$ cat src/design/qse_pkg.sv
// ----------------------------------------------------------------------------
// qse_pkg
// Shared types and constants for the sorting engine: word width and the link
// record passed between neighboring cells of the sort chain.
// ----------------------------------------------------------------------------
package qse_pkg;

	// element width on both stream sides
	localparam int DATA_W = 32;

	// state one cell exposes to its neighbors
	typedef struct packed {
		logic                     valid;  // cell holds an element
		logic signed [DATA_W-1:0] value;  // held element
		logic                     gt;     // empty or holds a value above the incoming word
	} link_t;

endpackage

$ cat src/design/qse_cell.sv
// ----------------------------------------------------------------------------
// qse_cell
// One slot of the sort chain. Keeps one element; on insert it either keeps
// its element, takes the incoming word, or takes its lower neighbor's element
// (shift up). On pop it takes its upper neighbor's element (shift down).
// ----------------------------------------------------------------------------
module qse_cell
	import qse_pkg::*;
(
	input  logic                     clk,
	input  logic                     arst_n,
	input  logic                     ins,   // insert word x this cycle
	input  logic                     pop,   // shift chain toward cell 0
	input  logic signed [DATA_W-1:0] x,
	input  link_t                    prev,  // neighbor toward the head
	input  link_t                    next,  // neighbor toward the tail
	output link_t                    own
);

	logic                     valid_q;
	logic signed [DATA_W-1:0] value_q;
	logic                     gt;

	// empty slots order as plus infinity
	always_comb begin
		gt = !valid_q || (value_q > x);
		own.valid = valid_q;
		own.value = value_q;
		own.gt    = gt;
	end

	// occupancy
	always_ff @(posedge clk or negedge arst_n) begin
		if (!arst_n) begin
			valid_q <= 1'b0;
		end else if (ins) begin
			if (prev.gt) begin
				valid_q <= prev.valid;
			end else if (gt) begin
				valid_q <= 1'b1;
			end
		end else if (pop) begin
			valid_q <= next.valid;
		end
	end

	// payload
	always_ff @(posedge clk) begin
		if (ins) begin
			if (prev.gt) begin
				value_q <= prev.value;
			end else if (gt) begin
				value_q <= x;
			end
		end else if (pop) begin
			value_q <= next.value;
		end
	end

endmodule

$ cat config.mk
export PLATFORM = sky130hd
export DESIGN_NAME = qse_cell
export DESIGN_NICKNAME = d
export VERILOG_FILES = /design/src/design/qse_pkg.sv /design/src/design/qse_cell.sv
export SDC_FILE = /design/constraint.sdc
export NUM_CORES = 1
export LEC_CHECK = 0
export BUFFER_PORTS_ARGS = -buffer_cell sky130_fd_sc_hd__buf_4
export CORE_MARGIN = 3
export CORE_UTILIZATION = 49
export CTS_CLUSTER_SIZE = 16
export DETAILED_ROUTE_END_ITERATION = 6
export PLACE_DENSITY = 0.93
export SKIP_LAST_GASP = 1
export SLEW_MARGIN = 5
export SYNTH_ARGS = -nofsm -noshare
export SYNTH_HDL_FRONTEND = slang
export SYNTH_SLANG_ARGS = --single-unit
$ cat constraint.sdc
create_clock -name clk -period 7.15 [get_ports clk]
set_input_delay 1.43 -clock clk [delete_from_list [all_inputs] [get_ports clk]]
set_output_delay 1.43 -clock clk [all_outputs]
set_load 0.02 [all_outputs]
==> impl_metrics.env, run 1 <==
export IMPL_setup_tns_ns=0
export IMPL_routed_wl_mm=7.083
export IMPL_num_rows=25
export IMPL_setup_viol=0
export IMPL_slew_headroom=0.4954
export IMPL_path_cells="buf_4 -> inv_1 -> ha_1 -> a21oi_1 -> o21ai_0 -> a211oi_1 -> nand4_1 -> a211oi_1 -> o21ai_0 -> buf_4"
export IMPL_slowest_delay_ns=0.37
export IMPL_crit_fanout=3
export IMPL_finish_utilization=0.7603
export IMPL_drt_first_pass_iters=4
export IMPL_layout_setup_ws_ns=2.552
export IMPL_slew_viol_final=0
export IMPL_fin_nets=543
export IMPL_route_detailed_drc=0
export IMPL_grt_pass1_vias=2597
export IMPL_holdWs_ns=0.7819
export IMPL_yosysWarningCount=0
export IMPL_hold_buffers=0
export IMPL_synth_distinct_cells=31
export IMPL_final_cell_mix="buf_4, a21oi_1, inv_1"
export IMPL_cp_required_ns=5.72
export IMPL_worstRegToRegCells=7
export IMPL_crit_arrival_ns=3.17
export IMPL_final_antenna_net_count=0
export IMPL_power_density_mw_per_mm2=168.8
export IMPL_antenna_cells=0
export IMPL_grt_use_total=0.2331
export IMPL_vias=2511
export IMPL_syn_to_final_growth_pct=44.78
export IMPL_max_slew_worst_pin_slew_ns=0.7528
export IMPL_cts_root_buf="clkbuf_8"
export IMPL_hold_viol=0
export IMPL_critPathLaunchType="input port"
export IMPL_synth_seq_cells=33
export IMPL_cp_num_buf_inv=3
export IMPL_post_cts_buffers=0
export IMPL_fin_crit_ns=4.598
export IMPL_r2r_start="value_q[31]"
export IMPL_drive_gt1_frac=0.3652
export IMPL_min_path_type="register to register"
export IMPL_end_kind="output pin"
export IMPL_ir_worst_vdd_mv=0.1297
export IMPL_htreeDepth=2
export IMPL_cts_buffer_depth=2
export IMPL_drt_iter0_markers=68
export IMPL_clock_fmax_mhz=217.5
export IMPL_die_area_mm2=0.006169
export IMPL_cap_violations=0
export IMPL_final_area_mm2=0.003734
export IMPL_syn_area_mm2=0.002579
export IMPL_setup_worst_path_class="input port to output pin"
export IMPL_antenna_found_initial=0
export IMPL_cts_buffers=5
export IMPL_clock_latency_ns=0.29
export IMPL_placed_area_mm2=0.003643
export IMPL_layout_commonest_cell="buf_4"
export IMPL_worstHoldPathCells=2
export IMPL_syn_area_per_cell_um2=9.377
export IMPL_grt_max_degree=69
export IMPL_start_util=0.5251
export IMPL_grt_ovfl_total=0
export IMPL_outcome="complete, no violations"
export IMPL_die_x_um=78.55
export IMPL_die_h_um=78.55
export IMPL_n_fill_cell=356
export IMPL_syn_nets=411
export IMPL_synth_seq_area_share=0.3823
export IMPL_hpwl_mm=5.759
export IMPL_core_area_mm2=0.004911
export IMPL_routed_via_density=5.286
export IMPL_grt_pass1_wl_mm=11.39
export IMPL_pin_count=138
export IMPL_cts_sinks=33
export IMPL_routedWlPerCell_um=14.91
export IMPL_cts_resized=0
export IMPL_reg2reg_slack_ns=4.15
export IMPL_worst_hold_startpoint="valid_q"
export IMPL_crit_family="compound AO/OA/AOI/OAI gates"
export IMPL_cts_tree="done"
export IMPL_r2r_end="value_q[3]"
export IMPL_min_to="valid_q"
export IMPL_io_buffers=136
export IMPL_period_share=0.6431
export IMPL_syn_instance_count=275
export IMPL_clk_pin_slew_ns=0.06
export IMPL_dp_slack_ns=2.577
export IMPL_place_congestion=0.7770
export IMPL_rsz0062_at_grt="false"
export IMPL_skew_ns=0.007775
export IMPL_p_leak_nw=1.875
export IMPL_cp_slowest_cell="a211oi_1"
per-layer routing:
metal	vias to the layer above	GRT usage	routed length, um
met5	-	0	0
met4	0	0.09266	155
met3	14	0.04702	429
met2	95	0.4270	3761
met1	1149	0.2620	2736
li1	1253	-	-
power by group:
part           leakage [nW]  switching [W]  internal (W)  total (W)
Clock                0.0455      0.0000675     0.0000785   0.000146
Combinational          1.50       0.000120      0.000110   0.000230
Sequential            0.327      0.0000132      0.000241   0.000254
Total                  1.88       0.000200      0.000430   0.000630
registers in the layout, indices dropped and copies added (netlist names):
register	cells
valid_q	1
value_q	32
metrics by stage:
stage | power (W) | instances
finish | 0.0006304 | 475
global route | 0.0006667 | 475
CTS | 0.0006335 | 475
detailed placement | 0.0004889 | 467
global placement | 0.0004784 | 467
floorplan | 0.0003830 | 275
area by class of cell:
type	instances	area [um2]	area share
clock buffer	8	90.09	0.02413
multi-input combinational	194	1406	0.3767
timing repair buffer	138	1036	0.2775
tap	67	83.83	0.02245
inverter	35	131.4	0.03519
sequential	33	985.9	0.2641
how the worst max path moves through the flow:
| stage | cells past startpoint | slack [ns] | startpoint | end |
|---|---|---|---|---|
| after global placement | 9 | 2.62 | x[27] | own[0] |
| after detailed placement | 10 | 2.58 | x[21] | own[0] |
| after global routing | 10 | 2.31 | x[23] | own[0] |
| after CTS | 10 | 2.58 | x[21] | own[0] |
| final | 10 | 2.55 | x[21] | own[0] |
| after floorplan | 7 | 1.85 | x[31] | value_q[0] |
worst reg2reg max path, stage by stage (launching register included):
cell	delay (ns)
edfxtp_1	0.40
ha_1	0.42
nand4_4	0.17
nor4_4	0.35
nor3b_2	0.25
a2111oi_0	0.11
nor3_2	0.66
buf_4	0.35
cell usage after synthesis, drive strengths merged:
cell type | n | area share
o22a | 1 | 0.0034
and3 | 1 | 0.0024
a2111oi | 1 | 0.0034
mux2 | 1 | 0.0044
nor4 | 2 | 0.011
nand4 | 9 | 0.028
nor2 | 34 | 0.049
inv | 35 | 0.051
nor3b | 1 | 0.0049
dfrtp | 1 | 0.0097
nand2b | 1 | 0.0024
nor3 | 3 | 0.0058
ha | 32 | 0.16
edfxtp | 32 | 0.37
clkbuf | 7 | 0.010
a221oi | 1 | 0.0034
mux2i | 32 | 0.12
o21ai | 7 | 0.014
buf | 6 | 0.013
a21oi | 46 | 0.089
a211o | 1 | 0.0034
nand3 | 6 | 0.012
nor2b | 1 | 0.0024
o22ai | 1 | 0.0024
nand2 | 10 | 0.015
a211oi | 2 | 0.0058
a21boi | 1 | 0.0029
kinds of logic after synthesis:
family,synth area share
compound gates,0.1276
fa+ha+maj,0.1553
buf+inv,0.07423
flops,0.3823
mux,0.1286
simple gates,0.1320
No activity file was read; power rests on OpenSTA's default activity.
==> run 2, diff against run 1 <==
--- a/config.mk
+++ b/config.mk
@@ -7,10 +7,10 @@
 export LEC_CHECK = 0
 export BUFFER_PORTS_ARGS = -buffer_cell sky130_fd_sc_hd__buf_4
 export CORE_MARGIN = 3
-export CORE_UTILIZATION = 49
+export CORE_UTILIZATION = 46
 export CTS_CLUSTER_SIZE = 16
 export DETAILED_ROUTE_END_ITERATION = 6
-export PLACE_DENSITY = 0.93
+export PLACE_DENSITY = 0.89
 export SKIP_LAST_GASP = 1
 export SLEW_MARGIN = 5
 export SYNTH_ARGS = -nofsm -noshare
==> constraint.sdc (replaced) <==
create_clock -name clk -period 4.8 [get_ports clk]
set_input_delay 0.96 -clock clk [delete_from_list [all_inputs] [get_ports clk]]
set_output_delay 0.96 -clock clk [all_outputs]
set_load 0.02 [all_outputs]
==> run 2 against run 1 <==
  * Core utilization decreased by 4.8 points
  * Global-route usage shrank 2.1 points
  * Flip-flop and latch count stayed put
  * Clock skew down 0.0026 ns
  * Non-clock buffer count did not move
  * Worst setup slack got worse by 1.4 ns
  * Via count fell by 2.3%
  * Critical path type unchanged
==> impl_metrics.env, run 2 (same netlist as run 1, synthesis figures left out) <==
export IMPL_r2r_start="value_q[10]"
export IMPL_cts_buffer_depth=2
export IMPL_path_cells="buf_4 -> inv_1 -> ha_1 -> a21oi_1 -> o21ai_0 -> a211oi_1 -> nand4_1 -> a211oi_1 -> o21ai_0 -> buf_4"
export IMPL_reg2reg_slack_ns=1.93
export IMPL_hold_viol=0
export IMPL_max_slew_worst_pin_slew_ns=0.7870
export IMPL_placed_area_mm2=0.003654
export IMPL_start_util=0.4893
export IMPL_fin_nets=543
export IMPL_clock_fmax_mhz=273.5
export IMPL_crit_family="compound AO/OA/AOI/OAI gates"
export IMPL_num_rows=26
export IMPL_min_path_type="input port to asynchronous set/reset pin"
export IMPL_core_area_mm2=0.005270
export IMPL_holdWs_ns=0.4399
export IMPL_die_area_mm2=0.006540
export IMPL_reg_top3="value_q: 32 flops, valid_q: 1 flops"
export IMPL_layout_commonest_cell="buf_4"
export IMPL_endpoint="own[0]"
export IMPL_power_density_mw_per_mm2=253.4
export IMPL_routed_via_density=5.134
export IMPL_place_congestion=0.8166
export IMPL_hold_buffers=0
export IMPL_rsz0062_at_grt="false"
export IMPL_drt_first_pass_iters=4
export IMPL_worst_path_stages=10
export IMPL_cts_root_buf="clkbuf_8"
export IMPL_htreeDepth=2
export IMPL_slew_headroom=0.4617
export IMPL_fin_crit_ns=3.656
export IMPL_io_buffers=136
export IMPL_n_fill_cell=422
export IMPL_ir_worst_vdd_mv=0.2219
export IMPL_post_cts_buffers=0
export IMPL_setup_viol=0
export IMPL_crit_fanout=3
export IMPL_pin_count=138
export IMPL_p_leak_nw=1.886
export IMPL_setup_tns_ns=0
export IMPL_critPathLaunchType="input port"
export IMPL_routed_wl_mm=7.119
export IMPL_final_cell_mix="buf_4, a21oi_1, inv_1"
export IMPL_slowest_delay_ns=0.36
export IMPL_clock_latency_ns=0.28
export IMPL_cap_violations=0
export IMPL_cp_slowest_cell="a211oi_1"
export IMPL_grt_pass1_vias=2362
export IMPL_antenna_cells=0
export IMPL_clk_pin_slew_ns=0.07
export IMPL_vias=2454
export IMPL_grt_ovfl_total=0
export IMPL_cts_buffers=5
export IMPL_syn_to_final_growth_pct=45.61
export IMPL_grt_pass1_wl_mm=10.64
export IMPL_cts_tree="done"
export IMPL_outcome="complete, no violations"
export IMPL_hpwl_mm=5.708
export IMPL_cp_required_ns=3.84
export IMPL_crit_arrival_ns=2.70
export IMPL_critPathLaunch="x[23]"
export IMPL_slew_viol_final=0
export IMPL_end_kind="output pin"
export IMPL_worstRegToRegCells=8
export IMPL_routedWlPerCell_um=14.89
export IMPL_drt_iter0_markers=97
export IMPL_drive_gt1_frac=0.3701
export IMPL_cp_num_buf_inv=3
export IMPL_route_detailed_drc=0
export IMPL_skew_ns=0.005137
export IMPL_regMostFlops="value_q"
export IMPL_cts_resized=0
export IMPL_grt_use_total=0.2116
export IMPL_final_area_mm2=0.003755
export IMPL_period_share=0.7617
export IMPL_finish_utilization=0.7125
export IMPL_die_h_um=80.87
export IMPL_final_antenna_net_count=0
export IMPL_setup_worst_path_class="input port to output pin"
export IMPL_cts_sinks=33
export IMPL_largest_register_ffs=32
export IMPL_grt_max_degree=69
export IMPL_die_x_um=80.87
export IMPL_r2r_end="value_q[20]"
export IMPL_antenna_found_initial=0
## run 2: changes by cell type in the layout (fill, tap and decap cells not counted), sizes merged
cell	change
clkinv	+1
clkbuf	-1
## run 2: through the flow
step	std cells	power [W]	setup slack (ns)
floorplan	275	0.0005701	0.9289
global placement	470	0.0007139	1.201
global route	478	0.001005	1.015
finish	478	0.0009517	1.144
CTS	478	0.0009600	1.158
detailed placement	470	0.0007265	1.155
## run 2: how the worst min path moves through the flow
stage,slack (ns),depth (start not counted),to
2_1_floorplan,0.66,0,valid_q
4_1_cts,0.43,1,valid_q
3_5_place_dp,0.74,1,valid_q
6_report,0.44,1,valid_q
5_1_grt,0.42,1,valid_q
3_3_place_gp,0.74,1,valid_q
## run 2: where the power goes
part / total (W) / switching, W / internal [W]
clock: 0.000231 / 0.000101 / 0.000130
combinational: 0.000342 / 0.000177 / 0.000164
sequential: 0.000379 / 0.0000198 / 0.000359
total: 0.000952 / 0.000299 / 0.000653
## run 2: cell type report
type | count | area (um2) | share of cell area
Clock buffer | 7 | 96.34 | 0.02566
Clock inverter | 1 | 5.005 | 0.001333
Inverter | 35 | 131.4 | 0.03499
Multi-Input combinational cell | 194 | 1413 | 0.3762
Sequential cell | 33 | 985.9 | 0.2626
Tap cell | 70 | 87.58 | 0.02333
Timing Repair Buffer | 138 | 1036 | 0.2759
## run 2: per-layer routing
metal,global-route usage,share of wire,up-vias,wire length (um)
met5,0,0,-,0
met4,0.06757,0.016,0,115
met3,0.03659,0.053,13,380
met2,0.3924,0.53,83,3766
met1,0.2454,0.40,1104,2857
li1,-,-,1254,-
